## config.mk

```make
export PLATFORM = sky130hd
export DESIGN_NAME = ctt_front
export DESIGN_NICKNAME = d
export VERILOG_FILES = /design/src/hw/rtl/ctt_pkg.sv /design/src/hw/rtl/ctt_front.sv
export SDC_FILE = /design/constraint.sdc
export NUM_CORES = 1
export LEC_CHECK = 0
export CAP_MARGIN = 20
export CORE_AREA = 2 2 110 112
export DETAILED_ROUTE_END_ITERATION = 12
export DIE_AREA = 0 0 112 114
export DONT_BUFFER_PORTS = 1
export PLACE_DENSITY = 0.33
export REMOVE_ABC_BUFFERS = 1
export SETUP_SLACK_MARGIN = 0.4
export SYNTH_ARGS = -nofsm -noshare
export SYNTH_HDL_FRONTEND = slang
export SYNTH_SLANG_ARGS = --single-unit
```

## constraint.sdc

```tcl
create_clock -name vclk -period 3.75
set_clock_uncertainty 0.1 [all_clocks]
set_input_delay 1.125 -clock vclk [all_inputs]
set_output_delay 1.125 -clock vclk [all_outputs]
set_load 0.005 [all_outputs]
```

## src/hw/rtl/ctt_pkg.sv

```systemverilog
`timescale 1ns / 1ps
// shared types, register map and constants of the crack tip extremum tracker
package ctt_pkg;

    localparam int COORD_BITS_DEF = 32;
    localparam int FIELD_W        = 32;
    localparam int DMG_W          = 17;
    localparam int DIR_W          = 3;
    localparam int RAD_W          = 31;
    localparam int SQ_W           = 2 * RAD_W;
    localparam int ADDR_W         = 5;
    localparam int DATA_W         = 32;
    localparam int MID_DEPTH      = 4;
    localparam int OUT_DEPTH      = 2;

    localparam logic [DMG_W-1:0] DMG_LOW_RST  = 17'd16384;
    localparam logic [DMG_W-1:0] DMG_HIGH_RST = 17'd52429;
    localparam logic [1:0]       FRAMES_SAT   = 2'd2;

    // growth direction codes
    localparam logic [DIR_W-1:0] DIR_POS_X = 3'd0;
    localparam logic [DIR_W-1:0] DIR_POS_Y = 3'd1;
    localparam logic [DIR_W-1:0] DIR_POS_Z = 3'd2;
    localparam logic [DIR_W-1:0] DIR_NEG_X = 3'd3;
    localparam logic [DIR_W-1:0] DIR_NEG_Y = 3'd4;
    localparam logic [DIR_W-1:0] DIR_NEG_Z = 3'd5;

    typedef enum logic [2:0] {
        REG_DAMAGE_LOW  = 3'd0,
        REG_DAMAGE_HIGH = 3'd1,
        REG_GROWTH_DIR  = 3'd2,
        REG_RADIUS      = 3'd3,
        REG_INIT_TIP_X  = 3'd4,
        REG_INIT_TIP_Y  = 3'd5,
        REG_INIT_TIP_Z  = 3'd6
    } t_reg_idx;

    typedef enum logic [1:0] {
        AXIS_X = 2'd0,
        AXIS_Y = 2'd1,
        AXIS_Z = 2'd2
    } t_axis;

    typedef struct packed {
        logic [DMG_W-1:0]          node_damage;
        logic signed [FIELD_W-1:0] node_x;
        logic signed [FIELD_W-1:0] node_y;
        logic signed [FIELD_W-1:0] node_z;
        logic                      frame_end;
    } t_node_in;

    typedef struct packed {
        logic signed [FIELD_W-1:0] tip_x;
        logic signed [FIELD_W-1:0] tip_y;
        logic signed [FIELD_W-1:0] tip_z;
        logic                      crack_found;
    } t_tip_out;

    typedef struct packed {
        logic [DMG_W-1:0] damage_low;
        logic [DMG_W-1:0] damage_high;
        logic [DIR_W-1:0] growth_direction;
        logic [RAD_W-1:0] search_radius;
    } t_cfg;

    // classification of one node, carried from front to back
    typedef struct packed {
        logic  dmg_ok;
        logic  positive;
        t_axis axis;
        logic  last;
    } t_cls_ctl;

endpackage

```

## src/hw/rtl/ctt_front.sv

```systemverilog
`timescale 1ns / 1ps
// front end: damage window test and growth axis decode for each node
module ctt_front #(
    parameter int COORD_BITS = ctt_pkg::COORD_BITS_DEF
) (
    input  ctt_pkg::t_node_in            i_node,
    input  ctt_pkg::t_cfg                i_cfg,
    output ctt_pkg::t_cls_ctl            o_ctl,
    output logic signed [COORD_BITS-1:0] o_x,
    output logic signed [COORD_BITS-1:0] o_y,
    output logic signed [COORD_BITS-1:0] o_z
);
    import ctt_pkg::*;

    always_comb begin
        o_ctl.dmg_ok = (i_node.node_damage >= i_cfg.damage_low) &&
                       (i_node.node_damage <= i_cfg.damage_high);
        o_ctl.last   = i_node.frame_end;
        unique case (i_cfg.growth_direction)
            DIR_POS_X: begin o_ctl.axis = AXIS_X; o_ctl.positive = 1'b1; end
            DIR_POS_Y: begin o_ctl.axis = AXIS_Y; o_ctl.positive = 1'b1; end
            DIR_POS_Z: begin o_ctl.axis = AXIS_Z; o_ctl.positive = 1'b1; end
            DIR_NEG_X: begin o_ctl.axis = AXIS_X; o_ctl.positive = 1'b0; end
            DIR_NEG_Y: begin o_ctl.axis = AXIS_Y; o_ctl.positive = 1'b0; end
            DIR_NEG_Z: begin o_ctl.axis = AXIS_Z; o_ctl.positive = 1'b0; end
            // unused codes behave as +x
            default:   begin o_ctl.axis = AXIS_X; o_ctl.positive = 1'b1; end
        endcase
    end

    // only the low coordinate bits count, read as two's complement
    assign o_x = i_node.node_x[COORD_BITS-1:0];
    assign o_y = i_node.node_y[COORD_BITS-1:0];
    assign o_z = i_node.node_z[COORD_BITS-1:0];

endmodule

```

After elaboration in Yosys (flattened, before gate mapping)
Cells that the tools add are included.

Output and inout bits: 101. Flip-flop bits (word level): 0.

Mux-type cells: 1. Equal/unequal tests: 5. Magnitude comparators: 2. Reductions and logical operators: 1.

Operator list (number): $ge 17x17->1 (1); $le 17x17->1 (1); $pmux 3 s5 (1); $eq 3x2->1 const B (2); $eq 3x3->1 const B (2); $eq 3x1->1 const B (1); $logic_and 1x1->1 (1).

Longest topological paths before layout
Depth after elaboration: 2. Mapped depth: 7. Gate-level depth less buffers: 7.

Worst setup path after synthesis
Ideal clock, no wire load.

Kind: input port to output port. Start: input i_node[97] in the netlist's numbering. End: output o_ctl[4] in the netlist's numbering. Cell stages on the path: 7. Path slack: 0.236 ns. Arrival time: 2.289 ns. Data required time: 2.525 ns. Path through: inv_1 ha_1 nand2b_4 a2111oi_4 nor4_1 o31ai_2 a22oi_1.

RTL lines: from (decl) (RTL line ctt_front.sv:6) `input ctt_pkg::t_node_in i_node,`; to (decl) (RTL line ctt_front.sv:8) `output ctt_pkg::t_cls_ctl o_ctl,`.

==> reports/results.ini <==
[floorplan]
pin_count = 283
die_y_microns = 114
start_util = 0.141
die_area_sq_um = 12800
die_w_microns = 112
fp.coreArea_sq_um = 11700
rows = 40

[finish]
seq_cell_count = 0
insertedDiodeCount = 0
final_common_cell = inv_1
layout-drive-gt1-share = 0.326
ff_latch_area_sq_um = 0
design_area_sq_um = 1430
clkbuf_count = 0
fillers = 1367
area_growth_pct = -13.1
layout.nets = 353
final_cell_mix = inv_1, ha_1, ha_4, buf_4, a21oi_1

[synth]
synth_top_family_by_area = buffers and inverters
yosys-mux-area-fraction = 0.00684
synth.distinct_cells = 24
synth_simple_gate_area_frac = 0.0912
synth_top_area_share = 0.442
synth_fa_ha_area_frac = 0.258
synth_top_area_cell = buf_4
synth_xor_area_frac = 0.00532
yosys_warnings = 0
synthTopCellsByArea = buf_4, ha_1, inv_1, a21oi_1, nand4_1
avgSynthCellArea_sq_um = 7.45
synth-seq-area-share = 0
postSynthCellCount = 221
synth_compound_area_frac = 0.116
synth_area_sq_um = 1650

[critical_path]
slowest_delay_ps = 350
cpMaxStageDelayCell = a2111oi_4
cp_common_cell = buf_4
cp-start-kind = input pin
cp-end-kind = output port
crit_required_ps = 2520
crit_arrival_ps = 2470
critPathMaxFanout = 2
critPathKind = in2out
path_cells = inv_6, ha_4, nand2b_4, a2111oi_4, nor4_2, buf_4, o31ai_4, a22oi_2, buf_4

[timing]
hold_viol_final = 0
timing.slew.headroom = 0.718
rsz0062_at_grt = yes
fin_ws_ps = 53.9
final_max_slew_viol_count = 0
setup_violations = 0
fin_crit_sh = 0.986
tightest_slew_ps = 419
timing.hold.ws_ps = 2150
layout_min_cycle_time_ps = 3700
setup_tns_ps = 0
fmax_mhz = 271

[placed_design]
gp_congestion = 0.900
pre_cts_ws_ps = -148
placedInstanceArea_sq_um = 1170
dpl.hpwl_microns = 14000
port_buffers = 0

[grt]
gr-total-overflow = 0
use_met1 = 0.0551
gr-usage-met3 = 0.192
antenna_found_initial = 0
use_met2 = 0.503
busiest_layer = met2
grt_pass1_vias = 1102
track_usage = 0.214
grt_max_degree = 5
grt_first_pass_wirelength_microns = 16600

[drt]
drc = 0
routed_wl_microns = 14500
wl_per_cell_microns = 51.3
ant_nets = 0
vias = 1184
dr.first_iter.drc_count = 40
first_pass_iters = 4
vias_per_cell = 4.20

[pwr]
total_power_mw = 0.138
power_density_nw_per_um2 = 96.3
p_leak_nw = 0.619
peakVddDrop_mv = 0.0322

[run_status]
status = finished clean

[min_path]
hold_path.class = in2out
worstHoldPathCells = 0

[job]
drv_cap = 0

==> final timing paths <==
kind              startpoint       end  slack (ps)
setup / recovery  i_node[97]  o_ctl[4]          50
hold / removal    i_node[84]   o_x[19]        2150
==> timing repair <==
action	4_1_cts	5_1_grt
hold buffers	0	0
endpoints found under the setup margin	1	1
pin swaps	15	9
gates resized for setup	23	18
setup buffers	2	0
==> logic make-up (layout without fill, tap and decap cells) <==
| logic type | after synthesis | after routing |
|---|---|---|
| buffers and inverters | 132 | 46 |
| adders and majority gates | 34 | 34 |
| AOI/OAI and AO/OA | 27 | 27 |
| and+or+nand+nor | 26 | 26 |
| xor gates and xnor gates | 1 | 1 |
| muxes | 1 | 1 |
==> per-layer routing <==
metal  share of wire  vias up
met4           0.065        0
met3            0.20       40
li1                -      461
met5               0        -
met1           0.094      464
met2            0.65      219
==> report_power, final <==
group | internal [mW] | total, mW | switching (mW)
Clock | 0 | 0 | 0
Combinational | 0.0714 | 0.138 | 0.0664
Sequential | 0 | 0 | 0
==> synthesized netlist by cell type, drive strengths merged <==
library cell  instances
inv                  35
nor4                  2
a211oi                3
buf                  97
nor2b                 2
a221oi                1
a21oi                11
xnor2                 1
nand2b                1
a2111oi               1
nor3                  1
o21ai                 4
nor2                  3
nand4                 7
a21o                  3
mux2                  1
a22oi                 1
o31ai                 2
nand2                 5
o21bai                1
and4                  2
ha                   34
nand3                 3
==> critical path: cells and delay by family <==
| family | cells | cell delay, ps |
|---|---|---|
| AO/OA/AOI/OAI | 3 | 580 |
| buffers and inverters | 3 | 330 |
| AND/OR/NAND/NOR | 2 | 240 |
| adder cells (fa/ha/maj) | 1 | 180 |
==> metrics by stage <==
stage,cells,util
5_1_grt,282,0.122
3_5_place_dp,280,0.0999
6_report,282,0.122
4_1_cts,282,0.111
3_3_place_gp,280,0.0999
2_1_floorplan,124,-
==> final cells by class <==
class                      count  area (sq um)  area share
multi-input combinational     89          1000       0.703
tap                          147           184       0.129
inverter                      35           159       0.111
timing repair buffer          11          82.6      0.0577
Note: power is estimated with default switching activity, not from simulation.
