**src/hw/rtl/ctt_fifo.sv**
```systemverilog
`timescale 1ns / 1ps
// small register queue with push/full and pop/empty sides
module ctt_fifo #(
    parameter int WIDTH = 8,
    parameter int DEPTH = 4
) (
    input  logic             i_clk,
    input  logic             i_rst_n,
    input  logic             i_push,
    input  logic [WIDTH-1:0] i_data,
    output logic             o_full,
    input  logic             i_pop,
    output logic [WIDTH-1:0] o_data,
    output logic             o_empty
);
    localparam int PTR_W = (DEPTH > 1) ? $clog2(DEPTH) : 1;
    localparam int CNT_W = $clog2(DEPTH + 1);

    logic [WIDTH-1:0] r_mem [DEPTH];
    logic [PTR_W-1:0] r_wr;
    logic [PTR_W-1:0] r_rd;
    logic [CNT_W-1:0] r_cnt;
    logic             wr_en;
    logic             rd_en;

    function automatic logic [PTR_W-1:0] next_ptr(input logic [PTR_W-1:0] p);
        return (p == PTR_W'(DEPTH - 1)) ? '0 : p + 1'b1;
    endfunction

    assign o_full  = (r_cnt == CNT_W'(DEPTH));
    assign o_empty = (r_cnt == '0);
    assign wr_en   = i_push && !o_full;
    assign rd_en   = i_pop && !o_empty;
    assign o_data  = r_mem[r_rd];

    always_ff @(posedge i_clk) begin
        if (!i_rst_n) begin
            r_wr  <= '0;
            r_rd  <= '0;
            r_cnt <= '0;
        end else begin
            if (wr_en) begin
                r_wr <= next_ptr(r_wr);
            end
            if (rd_en) begin
                r_rd <= next_ptr(r_rd);
            end
            case ({wr_en, rd_en})
                2'b10:   r_cnt <= r_cnt + 1'b1;
                2'b01:   r_cnt <= r_cnt - 1'b1;
                default: r_cnt <= r_cnt;
            endcase
        end
    end

    always_ff @(posedge i_clk) begin
        if (wr_en) begin
            r_mem[r_wr] <= i_data;
        end
    end

endmodule

```
**config.mk**
```make
export PLATFORM = sky130hd
export DESIGN_NAME = ctt_fifo
export DESIGN_NICKNAME = d
export VERILOG_FILES = /design/src/hw/rtl/ctt_fifo.sv
export SDC_FILE = /design/constraint.sdc
export NUM_CORES = 1
export LEC_CHECK = 0
export BUFFER_PORTS_ARGS = -buffer_cell sky130_fd_sc_hd__buf_4
export CAP_MARGIN = 20
export CORE_MARGIN = 10
export CORE_UTILIZATION = 25
export DETAILED_ROUTE_END_ITERATION = 12
export GPL_TIMING_DRIVEN = 1
export PLACE_DENSITY_LB_ADDON = 0.3
export SYNTH_ARGS = -nofsm -noshare
export SYNTH_HDL_FRONTEND = slang
export SYNTH_SLANG_ARGS = --single-unit
```
**constraint.sdc**
```tcl
create_clock -name i_clk -period 3.7 [get_ports i_clk]
set_input_delay 0.185 -clock i_clk [delete_from_list [all_inputs] [get_ports i_clk]]
set_output_delay 0.185 -clock i_clk [all_outputs]
set_load 0.01 [all_outputs]
```
* Word-level counts from Yosys, hierarchy flattened
Memories as Yosys holds them, arrays and structs flattened. A register that Yosys moved wholly into a read port is not among the register bits.
Index checks and enable logic that the tools add are counted.
** Word-level totals
- Bits in registers :: 7
- Logic and storage cells :: 26
- Output and inout port bits :: 10
- Bits in read-only memories :: 0
- Memories :: 1
- Input bits :: 12
- Latch bits :: 0
- Bits in writable memories :: 32
** Memories
- r_mem :: depth 4, width 8, read ports 1, clocked after Yosys merged registers in 1, wr ports 1, RTL line 19 : logic [WIDTH-1:0] r_mem [DEPTH];
** Operators by class
- $add $sub $neg :: 4
- Bitwise logic cells :: 0
- Multiplexer cells :: 7
- Equality and inequality tests :: 5
- Reduce and logical (&&, ||, !) cells :: 6
- Divide/modulo/power cells :: 0
- Magnitude comparators :: 0
- Shift-type cells :: 0
- $mul :: 0
** Operators with widths (count)
- 2-bit 2-to-1 mux :: 4
- 2-bit == test (second input constant) :: 3
- 3-bit one-hot mux with 2 select lines :: 1
- 2-bit by 1-bit adder with 2-bit output (second input constant) :: 2
- 3-bit by 1-bit adder with 3-bit output (second input constant) :: 1
- 3-bit == test (second input constant) :: 1
- 3-bit zero test :: 1
- 3-bit by 1-bit subtractor with 3-bit output (second input constant) :: 1
- 2-bit by 1-bit == test with 1-bit output (second input constant) :: 1
- 1-bit logical AND :: 2
- 1-bit zero test :: 2
- 1-bit 2-to-1 mux :: 2
- 2-bit nonzero test :: 1

* Depth between registers and ports, before layout
- Word-level depth :: 5
- Gate-level depth with buffers :: 10
- Depth with buffers taken out :: 9

* Worst setup path after synthesis
Ideal clock, no wire load.
- Path type :: register to register
- Start :: reg r_cnt[2]
- End :: reg r_cnt[2]
- Library setup time :: 0.076 ns
- Buffers on the path :: 1
- Setup slack :: 1.588 ns
- Arrival :: 2.036 ns
- Data required time :: 3.624 ns
- Clock period less this slack :: 2.112 ns
- Cell stages (with the launch flop) :: 11
- Path through :: dfxtp_1 > nor3b_2 > nor2b_1 > buf_2 > inv_1 > ha_1 > inv_1 > fa_1 > xor2_1 > or3_1 > a21boi_0
** On the way
- Word-level cells in the longest chain between the ends :: 5
- Elaborated cells between the ends (all ways) :: 12
- Classes of those cells :: add/sub: 2; eq/ne: 3; mux: 1; reduce/logical: 6
** RTL lines
- from (decl) :: RTL line 22 : logic [CNT_W-1:0] r_cnt;
- from (signal assigned) :: RTL line 49 : 2'b10: r_cnt <= r_cnt + 1'b1;
- from (signal assigned) :: RTL line 50 : 2'b01: r_cnt <= r_cnt - 1'b1;
- from (signal assigned) :: RTL line 51 : default: r_cnt <= r_cnt;
- 3-bit == test (*) :: RTL line 30 : assign o_full = (r_cnt == CNT_W'(DEPTH));
- named net o_full :: RTL line 11 : output logic o_full,
- 1-bit zero test (*) :: RTL line 32 : assign wr_en = i_push && !o_full;
- 1-bit logical AND (*) :: RTL line 32
- 2-bit by 1-bit == test with 1-bit output / 2-bit == test (equally long branches) :: RTL line 48 : case ({wr_en, rd_en})
- 3-bit one-hot mux with 2 select lines / 2-bit nonzero test (equally long branches)
The timed path passes the listed nets; every way through them passes the cells marked *.
A chain may end at the register's enable or synchronous reset.

* Worst setup path in the final report
- Start :: reg r_cnt[2]
- End :: reg r_cnt[2]
** On the way
- Word-level cells in the longest chain between the ends :: 5
- Elaborated cells between the ends (all ways) :: 12
- Classes of those cells :: add/sub: 2; eq/ne: 3; mux: 1; reduce/logical: 6
** RTL lines (RTL line)
- 3-bit == test / 3-bit zero test (equally long branches) :: 30, 31
- 1-bit zero test, on equally long branches :: 32, 33
- 1-bit logical AND, on equally long branches :: 32, 33
- 2-bit by 1-bit == test with 1-bit output / 2-bit == test (equally long branches) :: 48
- 3-bit one-hot mux with 2 select lines / 2-bit nonzero test (equally long branches)
Parallel ways exist; a longest one is shown, timed or not.

==> out/metrics.cfg <==
[synth]
avgSynthCellArea_um2=16.8
yosysSeqAreaShare_pct=69.4
synth_area_um2=1640
synthCells=98
ys_top_cells_by_area=edfxtp_1 58%, dfxtp_1 11%, mux4_2 11%, ha_1 4.6%, and2_1 2.3%
yosys_warnings=0
synth_cell_types=22
ys_seq_elements=41
synth.largest_area_cell=edfxtp_1
yosysTopAreaCellShare_pct=58.4
synth_nets=117

[drt]
firstDrtPassIters=4
drc=0
viasPerCell=4.28
ant_nets=0
vias=856
wl_um=2970
drtIter0Drc=22
wire_per_inst_um=14.8

[clock_network]
post_cts_resized=0
cts_root_buf=clkbuf_8
cts_buffer_depth=2
clk_pin_slew_ns=0.08
cts-htree-levels=2
clk-insertion-delay-late_ns=0.28
cts_setup_buffers=0
cts.sinks=41
cts-hold-fix-buffers=0
cts_tree=built
cts-buffers-inserted=5

[pwr]
vdd_drop_max_uv=293
p_per_area_nw_per_um2=618
leakage_uw=0.000695

[placed_design]
place_ws_ns=1.43
dp_hpwl_um=2120
gp_congestion=0.692
portBuffers=21

[critical_path]
max_stage_delay_ns=0.39
path_delay_family=simple AND/OR/NAND/NOR gates
r2r_cells=9
cp-endpoint=r_cnt[2]$_SDFFE_PN0P_
cp_common_cell=inv_1
crit_buf_inv=2
arrival_ns=2.46
r2r-start=r_cnt[2]$_SDFFE_PN0P_
crit_start=r_cnt[2]$_SDFFE_PN0P_
cp_num_cells=9
regToRegSetupSlack_ns=1.43
crit_path_cell_trace=nor3b_2 -> nor2b_1 -> inv_1 -> ha_1 -> inv_1 -> fa_1 -> xor2_1 -> or3_1 -> a21boi_0
crit_path_start_kind=flop
cp_max_fo=7
critPathKind=flop to flop
crit_slowest_cell=dfxtp_1
worst_setup_path_end_kind=flop
timing.rr.end=r_cnt[2]$_SDFFE_PN0P_
cp_data_required_time_ns=3.90

[sta]
setup_viol=0
period_share_pct=61.3
period_minus_slack_ns=2.27
worst_slew_pin_slew_ns=0.576
drv_slew=0
slew-limit-headroom_pct=61.6
fin_skew_ns=0.00739
max_freq_ghz=0.441
setup_slack_ns=1.43
hold_viol=0
setup_tns_ns=0
rsz0062_at_grt=false

[grt]
grt_first_pass_wirelength_um=4820
antenna_found_initial=0
grt_overflow=0
grt_pass1_vias=942
grt_usage_pct=6.15
grt_max_degree=14

[floorplan]
core-area_um2=6390
floorplan.initialDensity_pct=25.7
row_count=29
dieArea_um2=10200
die_h_um=101
io_pins=22
die_w_um=101

[run]
maxCapViolations=0

[layout]
syn_to_final_growth_pct=19.5
nets=141
mostFrequentLayoutCell=edfxtp_1
drive_gt1_share_pct=29.3
layout_common_cells=32 x edfxtp_1, 21 x buf_4, 9 x dfxtp_1, 8 x mux4_2
antenna-diode-count=0

[worst_hold_path]
hold_path_class=primary input to flop

[outcome]
outcome=finished, final reports clean

==> state kept, by name (all words and copies together) (netlist names), named ones only <==
signal and cells:
r_rd 2, r_mem 32, r_wr 2, r_cnt 3
==> metal layers <==
layer | part of all wire (%) | vias to the layer above | GRT usage (%)
li1 | - | 407 | -
met1 | 45 | 418 | 7.09
met2 | 48 | 26 | 9.77
met3 | 6.5 | 5 | 3.02
met4 | 0.71 | 0 | 1.93
met5 | 0 | - | 0
==> area by class of cell <==
class,instances,area [um2]
fill,648,4420
sequential,41,1140
multi-input combinational,46,459
timing repair buffer,21,158
tap,77,96.3
clock buffer,6,72.6
inverter,7,26.3
clock inverter,2,11.3
==> worst min path at each step <==
stage / start / endpoint / slack [ns] / depth (start not counted)
finish: i_data[4] / r_mem[3][4]$_DFFE_PP_ / 0.10 / 1
global placement: i_data[1] / r_mem[0][1]$_DFFE_PP_ / 0.39 / 1
global route: i_data[0] / r_mem[3][0]$_DFFE_PP_ / 0.08 / 1
detailed placement: i_data[1] / r_mem[0][1]$_DFFE_PP_ / 0.39 / 1
floorplan: i_data[0] / r_mem[0][0]$_DFFE_PP_ / 0.28 / 0
CTS: i_data[1] / r_mem[0][1]$_DFFE_PP_ / 0.09 / 1
==> cells in the mapped netlist <==
cell      instances
nor3b_2           1
or3_1             1
nor2b_1           1
nand3_1           2
mux2i_1           2
a21boi_0          1
edfxtp_1         32
xor2_1            1
clkbuf_1          2
buf_2             2
dfxtp_1           9
fa_1              1
and2_1            6
ha_1              6
nand2_1           7
xnor2_1           1
nor2_1            2
mux4_2            8
inv_1             7
o31ai_1           1
o21ai_0           4
nor3_1            1
==> per-stage QoR <==
step                      power [uW]  utilization [%]  area, um2  hold slack, ns  cells
final                           1210             30.8       1960           0.100    200
after global routing            1310             30.8       1960          0.0789    200
after CTS                       1240             30.8       1960          0.0908    200
after detailed placement         967             29.4       1880           0.395    192
after global placement           946             29.4       1880           0.387    192
after floorplan                  822                -       1640           0.284     98
==> cells by family after synthesis <==
| family | Yosys count | share of synthesized area [%] |
|---|---|---|
| flip-flops | 41 | 69.4 |
| AND/OR/NAND/NOR | 21 | 6.77 |
| buffers and inverters | 11 | 2.66 |
| multiplexers | 10 | 12.2 |
| adder cells (fa/ha/maj) | 7 | 5.78 |
| AO/OA/AOI/OAI | 6 | 2.13 |
| XOR/XNOR | 2 | 1.07 |
==> where the power goes <==
group / total, uW / switching (uW) / leakage, uW / internal, uW
Clock: 271 / 140 / 0.0000388 / 131
Sequential: 623 / 59.8 / 0.000367 / 563
Combinational: 321 / 144 / 0.000289 / 177
Total: 1210 / 344 / 0.000695 / 871
No activity file was read; power rests on OpenSTA's default activity.
