`src/hw/rtl/ctt_pkg.sv`:
```
`timescale 1ns / 1ps
// shared types, register map and constants of the crack tip extremum tracker
package ctt_pkg;

    localparam int COORD_BITS_DEF = 32;
    localparam int FIELD_W        = 32;
    localparam int DMG_W          = 17;
    localparam int DIR_W          = 3;
    localparam int RAD_W          = 31;
    localparam int SQ_W           = 2 * RAD_W;
    localparam int ADDR_W         = 5;
    localparam int DATA_W         = 32;
    localparam int MID_DEPTH      = 4;
    localparam int OUT_DEPTH      = 2;

    localparam logic [DMG_W-1:0] DMG_LOW_RST  = 17'd16384;
    localparam logic [DMG_W-1:0] DMG_HIGH_RST = 17'd52429;
    localparam logic [1:0]       FRAMES_SAT   = 2'd2;

    // growth direction codes
    localparam logic [DIR_W-1:0] DIR_POS_X = 3'd0;
    localparam logic [DIR_W-1:0] DIR_POS_Y = 3'd1;
    localparam logic [DIR_W-1:0] DIR_POS_Z = 3'd2;
    localparam logic [DIR_W-1:0] DIR_NEG_X = 3'd3;
    localparam logic [DIR_W-1:0] DIR_NEG_Y = 3'd4;
    localparam logic [DIR_W-1:0] DIR_NEG_Z = 3'd5;

    typedef enum logic [2:0] {
        REG_DAMAGE_LOW  = 3'd0,
        REG_DAMAGE_HIGH = 3'd1,
        REG_GROWTH_DIR  = 3'd2,
        REG_RADIUS      = 3'd3,
        REG_INIT_TIP_X  = 3'd4,
        REG_INIT_TIP_Y  = 3'd5,
        REG_INIT_TIP_Z  = 3'd6
    } t_reg_idx;

    typedef enum logic [1:0] {
        AXIS_X = 2'd0,
        AXIS_Y = 2'd1,
        AXIS_Z = 2'd2
    } t_axis;

    typedef struct packed {
        logic [DMG_W-1:0]          node_damage;
        logic signed [FIELD_W-1:0] node_x;
        logic signed [FIELD_W-1:0] node_y;
        logic signed [FIELD_W-1:0] node_z;
        logic                      frame_end;
    } t_node_in;

    typedef struct packed {
        logic signed [FIELD_W-1:0] tip_x;
        logic signed [FIELD_W-1:0] tip_y;
        logic signed [FIELD_W-1:0] tip_z;
        logic                      crack_found;
    } t_tip_out;

    typedef struct packed {
        logic [DMG_W-1:0] damage_low;
        logic [DMG_W-1:0] damage_high;
        logic [DIR_W-1:0] growth_direction;
        logic [RAD_W-1:0] search_radius;
    } t_cfg;

    // classification of one node, carried from front to back
    typedef struct packed {
        logic  dmg_ok;
        logic  positive;
        t_axis axis;
        logic  last;
    } t_cls_ctl;

endpackage

```
`src/hw/rtl/ctt_cfg.sv`:
```
`timescale 1ns / 1ps
// configuration registers behind the apb-style port
module ctt_cfg #(
    parameter int COORD_BITS = ctt_pkg::COORD_BITS_DEF
) (
    input  logic                                 i_clk,
    input  logic                                 i_rst_n,
    input  logic                                 psel,
    input  logic                                 penable,
    input  logic                                 pwrite,
    input  logic [ctt_pkg::ADDR_W-1:0]           paddr,
    input  logic [ctt_pkg::DATA_W-1:0]           pwdata,
    output logic [ctt_pkg::DATA_W-1:0]           prdata,
    output logic                                 pready,
    output ctt_pkg::t_cfg                        o_cfg,
    output logic signed [COORD_BITS-1:0]         o_init_x,
    output logic signed [COORD_BITS-1:0]         o_init_y,
    output logic signed [COORD_BITS-1:0]         o_init_z,
    output logic [ctt_pkg::SQ_W-1:0]             o_rsq
);
    import ctt_pkg::*;

    logic [DMG_W-1:0]              r_dmg_low;
    logic [DMG_W-1:0]              r_dmg_high;
    logic [DIR_W-1:0]              r_dir;
    logic [RAD_W-1:0]              r_radius;
    logic signed [COORD_BITS-1:0]  r_init_x;
    logic signed [COORD_BITS-1:0]  r_init_y;
    logic signed [COORD_BITS-1:0]  r_init_z;
    logic [SQ_W-1:0]               r_rsq;
    logic                          wr_en;
    t_reg_idx                      idx;

    assign wr_en  = psel && penable && pwrite;
    assign idx    = t_reg_idx'(paddr[ADDR_W-1:2]);
    assign pready = 1'b1;

    always_ff @(posedge i_clk) begin
        if (!i_rst_n) begin
            r_dmg_low  <= DMG_LOW_RST;
            r_dmg_high <= DMG_HIGH_RST;
            r_dir      <= DIR_POS_X;
            r_radius   <= '0;
            r_init_x   <= '0;
            r_init_y   <= '0;
            r_init_z   <= '0;
            r_rsq      <= '0;
        end else begin
            // squared radius is registered from the radius register and follows it in the next cycle
            r_rsq <= SQ_W'(r_radius) * SQ_W'(r_radius);
            if (wr_en) begin
                unique case (idx)
                    REG_DAMAGE_LOW:  r_dmg_low  <= pwdata[DMG_W-1:0];
                    REG_DAMAGE_HIGH: r_dmg_high <= pwdata[DMG_W-1:0];
                    REG_GROWTH_DIR:  r_dir      <= pwdata[DIR_W-1:0];
                    REG_RADIUS:      r_radius   <= pwdata[RAD_W-1:0];
                    REG_INIT_TIP_X:  r_init_x   <= pwdata[COORD_BITS-1:0];
                    REG_INIT_TIP_Y:  r_init_y   <= pwdata[COORD_BITS-1:0];
                    REG_INIT_TIP_Z:  r_init_z   <= pwdata[COORD_BITS-1:0];
                    default: ;
                endcase
            end
        end
    end

    always_comb begin
        unique case (idx)
            REG_DAMAGE_LOW:  prdata = DATA_W'(r_dmg_low);
            REG_DAMAGE_HIGH: prdata = DATA_W'(r_dmg_high);
            REG_GROWTH_DIR:  prdata = DATA_W'(r_dir);
            REG_RADIUS:      prdata = DATA_W'(r_radius);
            REG_INIT_TIP_X:  prdata = DATA_W'(r_init_x);
            REG_INIT_TIP_Y:  prdata = DATA_W'(r_init_y);
            REG_INIT_TIP_Z:  prdata = DATA_W'(r_init_z);
            default:         prdata = '0;
        endcase
    end

    assign o_cfg.damage_low       = r_dmg_low;
    assign o_cfg.damage_high      = r_dmg_high;
    assign o_cfg.growth_direction = r_dir;
    assign o_cfg.search_radius    = r_radius;
    assign o_init_x               = r_init_x;
    assign o_init_y               = r_init_y;
    assign o_init_z               = r_init_z;
    assign o_rsq                  = r_rsq;

endmodule

```
`config.mk`:
```
export PLATFORM = sky130hd
export DESIGN_NAME = ctt_cfg
export DESIGN_NICKNAME = d
export VERILOG_FILES = /design/src/hw/rtl/ctt_pkg.sv /design/src/hw/rtl/ctt_cfg.sv
export SDC_FILE = /design/constraint.sdc
export NUM_CORES = 2
export LEC_CHECK = 0
export ABC_AREA = 1
export ABC_CLOCK_PERIOD_IN_PS = 8800
export BUFFER_PORTS_ARGS = -buffer_cell sky130_fd_sc_hd__buf_2
export CAP_MARGIN = 20
export CORE_ASPECT_RATIO = 0.7
export CORE_MARGIN = 3
export CORE_UTILIZATION = 28
export CTS_BUF_LIST = sky130_fd_sc_hd__clkbuf_8
export DETAILED_ROUTE_END_ITERATION = 10
export PLACE_DENSITY_LB_ADDON = 0.08
export SETUP_SLACK_MARGIN = 0.3
export SYNTH_ARGS = -nofsm -noshare
export SYNTH_HDL_FRONTEND = slang
export SYNTH_SLANG_ARGS = --single-unit
export TNS_END_PERCENT = 5
```
`constraint.sdc`:
```
create_clock -name i_clk -period 8.8 [get_ports i_clk]
set_clock_uncertainty 0.05 [all_clocks]
set_input_delay 0.88 -clock i_clk [delete_from_list [all_inputs] [get_ports i_clk]]
set_output_delay 0.88 -clock i_clk [all_outputs]
set_load 0.02 [all_outputs]
```
# ---- Word level (Yosys, flattened, before mapping)
# Index checks and enable logic that the tools add are counted.
dict set report classes {
  mul 1
  n_eq_ne 6
  n_mux 1
  reduce_logical 10
}
# op n
set op_table {}
lappend op_table {{32-bit one-hot mux with 7 select lines} 1}
lappend op_table {{31-bit by 31-bit multiplier with 62-bit output} 1}
lappend op_table {{2-bit AND reduction} 7}
lappend op_table {{3-bit == test (second input constant)} 3}
lappend op_table {{3-bit by 2-bit == test with 1-bit output (second input constant)} 2}
lappend op_table {{3-bit by 1-bit == test with 1-bit output (second input constant)} 1}
lappend op_table {{3-bit logical NOT} 1}
lappend op_table {{1-bit logical AND} 2}
dict set report totals {
  ff_bits 226
  input_bits 42
  out_inout_bits 259
  word_cells 26
}

# ---- Logic depth before layout (Yosys ltp)
dict set report logic_depth {
  depth_word 3
  mapped_depth 33
  depth_no_buf 32
}

# ---- Least setup slack after synthesis
# No wires, ideal clock.
dict set report synth_path {
  kind {register to register}
  startpoint {register r_radius[18]}
  endpoint {register r_rsq[53], in the netlist o_rsq[53]}
  setup_ps 113
  t_arrival_ps 6610
  t_required_ps 8637
  setup_slack_ps 2027
  path_stages_with_launch 31
  path_buffers 2
  synth_period_minus_slack_ps 6773
  cell_sequence {dfxtp_1 > clkbuf_1 > clkbuf_1 > nand2_1 > fa_1 > inv_1 > fa_1 > inv_1 > fa_1 > fa_1 > inv_1 > fa_1 > fa_1 > fa_1 > inv_1 > fa_1 > inv_1 > ha_1 > nand2_2 > nor2_1 > inv_2 > nor2_4 > inv_2 > nor2_2 > nand2_1 > inv_1 > nand2_1 > inv_1 > nor2_1 > nor2_1 > nor2_1}
}
dict set report synth_between {
  elab_chain_cells 1
}
# element line
set synth_rtl {}
lappend synth_rtl {{start, declared} ctt_cfg.sv:26} ;# logic [RAD_W-1:0] r_radius;
lappend synth_rtl {{start signal, assigned} ctt_cfg.sv:56} ;# REG_RADIUS: r_radius <= pwdata[RAD_W-1:0];
lappend synth_rtl {{31-bit by 31-bit multiplier with 62-bit output} ctt_cfg.sv:50} ;# r_rsq <= SQ_W'(r_radius) * SQ_W'(r_radius);
lappend synth_rtl {{end signal, assigned} ctt_cfg.sv:50}
lappend synth_rtl {{end, declared} ctt_cfg.sv:30} ;# logic [SQ_W-1:0] r_rsq;
# Every way passes these cells.
# A chain may end at the register's enable or synchronous reset.

# ---- Final worst setup path
dict set report layout_path {
  startpoint {register r_radius[5]}
  endpoint {register r_rsq[32], in the netlist o_rsq[32]}
}
# Same word-level chain as after synthesis.

==> metrics.md <==
| Metric | Value |
|---|---|
| Cell occurring most often along the worst timing path | sky130_fd_sc_hd__fa_1 |
| Sequential share of power | 0.450 |
| Data arrival at the endpoint of the critical path | 8320 ps |
| Critical path's slowest cell | sky130_fd_sc_hd__dfxtp_1 |
| Number of remaining DRC errors | 0 |
| Max capacitance violation total | 0 |
| Routed via count | 29947 |
| Number of primary I/O pins | 301 |
| CP Cell Sequence | nand2_1, inv_1, fa_1, fa_1, fa_1, inv_1, fa_1, inv_1, fa_1, fa_1, fa_1, fa_1, ha_1, nand2_1, nor2_2, inv_2, nor3_1, nand2_1, nand3_1, o21ai_0, nor2_1 |
| Yosys reg bits | 225 |
| Initial antenna violation count | 4 |
| Area growth, synth to finish | 12.4% |
| Fin. max-slew vios | 0 |
| Core footprint | 132000 µm² |
| Number of instances in the synthesized netlist | 4849 |
| Count of port buffers added during placement | 296 |
| Share of flip-flops with an asynchronous set or reset after synthesis | 0 |
| Number of enable-type register cells in the synthesized netlist | 0 |
| WL per Instance | 19.9 µm |
| Proportion of total power due to net switching | 0.295 |
| Most used flip-flop cell after synthesis | sky130_fd_sc_hd__dfxtp_1 |
| # resized after CTS | 0 |
| Inserted Clock Buffers | 44 |
| Run status | finished clean |
| Floorplan die area | 138000 µm² |
| Number of buffers inserted by hold repair at cts | 0 |
| Wire length after detailed routing | 137000 µm |
| Number of buffers inserted to repair setup after CTS | 0 |
| Total buffers and inverters traversed by the critical path | 4 |
| Yosys Warn Count | 0 |
| Antenna-violating nets left | 0 |
| Final global-route overflow total | 0 |
| Share of total power in combinational logic | 0.086 |
| Minimum period implied by the final worst setup slack | 7810 ps |
| Kind of cell adding the most delay to the critical path | adder cells |
| Power per Cell Area | 55.3 nW/µm² |
| Crit end category | register |
| Pin slew with the least headroom to its limit | 1130 ps |
| Worst stage delay on the critical path | 1060 ps |
| Clock root buffer master | sky130_fd_sc_hd__clkbuf_8 |
| Via density per instance | 4.35 |
| Clk network pwr share | 0.464 |
| Critical Setup Path Class | register to register |
| Internal power summed over all cells | 1.64 mW |
| Largest net degree at the start of global routing | 104 |
| First-pass DRT Iterations | 5 |
| Count of final hold-check violations | 0 |
| Setup TNS | 0 ps |
| Worst Path Max Fanout | 16 |
| Max Clock Freq | 0.128 GHz |
| Switching Power | 0.688 mW |
| Final cell count without fillers | 6891 |
| Final worst path period share | 0.888 |
| Normalized max-slew margin | 0.248 |
| Starting DRC count in detailed routing | 2029 |
| WP data required | 9310 ps |
| Maximum vdd ir drop | 79.1 µV |
| Mapped cell area | 37500 µm² |
| First-pass GRT wire length | 208000 µm |
| Placement Setup Slack | 1080 ps |
| PnR worst setup slack | 989 ps |
| Type of the most critical hold path | register to register |
| Share of the yosys chip area belonging to registers | 0.120 |
| Number of global-route vias before repair | 31029 |
| Net count after synthesis | 5909 |
| H-tree level count | 2 |
| Power consumption | 2.33 mW |
| Total global routing track utilization | 0.201 |
| Global placer's final weighted congestion | 0.847 |
| Unrepaired setup endpoints after global routing | false |
| Clock slew at reported path FFs | 60 ps |
| Final Setup Violations | 0 |
| Die height | 312 µm |
| Worst-Skew Late Latency | 660 ps |
| Post-placement cell count | 6814 |
| Clock tree from TritonCTS | done |
| Element type at the critical path start | register |
| Leakage Power | 25.6 nW |
| Ratio of cells with drive above 1 in the final layout | 0.102 |
| Mean Syn Cell Area | 7.73 µm² |
| Initial standard-cell utilization of the core | 0.284 |
| Post-layout net count | 6169 |
| Width of the chip | 443 µm |
| Clock buffer depth | 3 |
| Count of clock tree sinks | 225 |
| Detail Placement HPWL | 115000 µm |
| Number of distinct standard cells referenced by the synthesized netlist | 43 |
| Count of standard-cell rows | 111 |
==> registers in the layout, summed over array words and instances, names as in the netlist <==
| signal | count |
|---|---|
| o_init_x | 32 |
| o_init_y | 32 |
| o_init_z | 32 |
| o_rsq | 61 |
| r_dir | 3 |
| r_dmg_high | 17 |
| r_dmg_low | 17 |
| r_radius | 31 |
==> cell usage in the layout, fill, tap and decap left out, types with 10 or more instances in the layout <==
master                      count
sky130_fd_sc_hd__buf_2        295
sky130_fd_sc_hd__inv_1       1390
sky130_fd_sc_hd__nor2_2        20
sky130_fd_sc_hd__a21oi_1      102
sky130_fd_sc_hd__o21ai_0      186
sky130_fd_sc_hd__dfxtp_1      216
sky130_fd_sc_hd__o2111ai_1     10
sky130_fd_sc_hd__clkbuf_8      51
sky130_fd_sc_hd__ha_1         270
sky130_fd_sc_hd__fa_1         748
sky130_fd_sc_hd__a221oi_1      17
sky130_fd_sc_hd__nand4_1       17
sky130_fd_sc_hd__nand2_2       10
sky130_fd_sc_hd__nor2_1       421
sky130_fd_sc_hd__buf_4         77
sky130_fd_sc_hd__nand2_1     1106
sky130_fd_sc_hd__xor2_1        16
sky130_fd_sc_hd__inv_2         17
sky130_fd_sc_hd__xnor2_1       10
sky130_fd_sc_hd__nand3_1       66
==> power by group through the flow <==
| stage | Sequential (mW) | Clock [mW] | Combinational, mW |
|---|---|---|---|
| after floorplan | 1.07 | 0 | 0.0903 |
| after global placement | 1.07 | 0 | 0.201 |
| after detailed placement | 1.07 | 0 | 0.201 |
| after CTS | 1.05 | 1.13 | 0.202 |
| after global routing | 1.05 | 1.17 | 0.217 |
| final | 1.05 | 1.08 | 0.201 |
==> metrics by stage <==
| stage | util | hold slack, ps | cell area, µm² |
|---|---|---|---|
| floorplan | - | 493 | 37500 |
| global placement | 0.313 | 428 | 41300 |
| detailed placement | 0.313 | 431 | 41300 |
| CTS | 0.319 | 393 | 42100 |
| global route | 0.319 | 421 | 42100 |
| finish | 0.319 | 446 | 42100 |
==> worst reg2reg max path: cells and delay by family, from the launching register on <==
| kind | cells | cell delay (ps) |
|---|---|---|
| AOI/OAI and AO/OA | 1 | 120 |
| and+or+nand+nor | 7 | 1540 |
| adders and majority gates | 9 | 4640 |
| DFF | 1 | 1060 |
| buffers and inverters | 4 | 370 |
==> final cells by class <==
type	instances	area [µm²]
clock buffer	51	702
multi-input combinational	3063	27100
fill	14450	89800
clock inverter	23	146
timing repair buffer	381	2230
sequential	225	4520
antenna	3	7.51
tap	1751	2190
inverter	1394	5230
==> layer usage <==
layer	wire, µm	GRT usage
met5	0	0
met4	1540	0.0234
met3	7440	0.0288
met2	56100	0.286
met1	72400	0.324
==> synthesized netlist by cell type (5+ instances only) <==
library cell,instances,area [µm²]
sky130_fd_sc_hd__ha_1,270,3380
sky130_fd_sc_hd__nor2_2,19,119
sky130_fd_sc_hd__nor2_1,424,1590
sky130_fd_sc_hd__nand4_1,17,106
sky130_fd_sc_hd__and3_1,5,31.3
sky130_fd_sc_hd__clkbuf_1,139,522
sky130_fd_sc_hd__buf_2,14,70.1
sky130_fd_sc_hd__o21ai_0,186,931
sky130_fd_sc_hd__nor3_1,8,40.0
sky130_fd_sc_hd__o21bai_1,6,45.0
sky130_fd_sc_hd__inv_1,1379,5180
sky130_fd_sc_hd__xnor2_1,10,87.6
sky130_fd_sc_hd__nor2_4,5,56.3
sky130_fd_sc_hd__inv_2,15,56.3
sky130_fd_sc_hd__xor2_1,16,140
sky130_fd_sc_hd__a21oi_1,102,510
sky130_fd_sc_hd__nand2_1,1106,4150
sky130_fd_sc_hd__nor3_2,5,50.1
sky130_fd_sc_hd__fa_1,748,15000
sky130_fd_sc_hd__nand3_1,66,330
sky130_fd_sc_hd__a221oi_1,17,149
sky130_fd_sc_hd__dfxtp_1,225,4500
sky130_fd_sc_hd__o2111ai_1,10,87.6
sky130_fd_sc_hd__nand2_2,10,62.6
sky130_fd_sc_hd__nand3_2,7,70.1
sky130_fd_sc_hd__buf_1,11,41.3
==> kinds of logic (layout without fill, tap and decap cells) <==
family | after synthesis | in the layout | synth area share
other | 2 | 5 | 0.000200
adders and majority gates | 1018 | 1018 | 0.489
and+or+nand+nor | 1684 | 1684 | 0.179
xor gates and xnor gates | 26 | 26 | 0.00607
DFF | 225 | 225 | 0.120
buffers and inverters | 1561 | 1849 | 0.157
AOI/OAI and AO/OA | 333 | 333 | 0.0483
==> path summary, 6_finish.rpt <==
| check | from | to | slack, ps | depth (start not counted) |
|---|---|---|---|---|
| worst max register to register | r_radius[5] | o_rsq[32] | 990 | 21 |
| worst min register to register | r_dmg_low[2] | r_dmg_low[2] | 450 | 2 |
| worst max-delay path | r_radius[5] | o_rsq[32] | 990 | 21 |
| worst min-delay path | r_dmg_low[2] | r_dmg_low[2] | 450 | 2 |
Note: power is estimated with default switching activity, not from simulation.
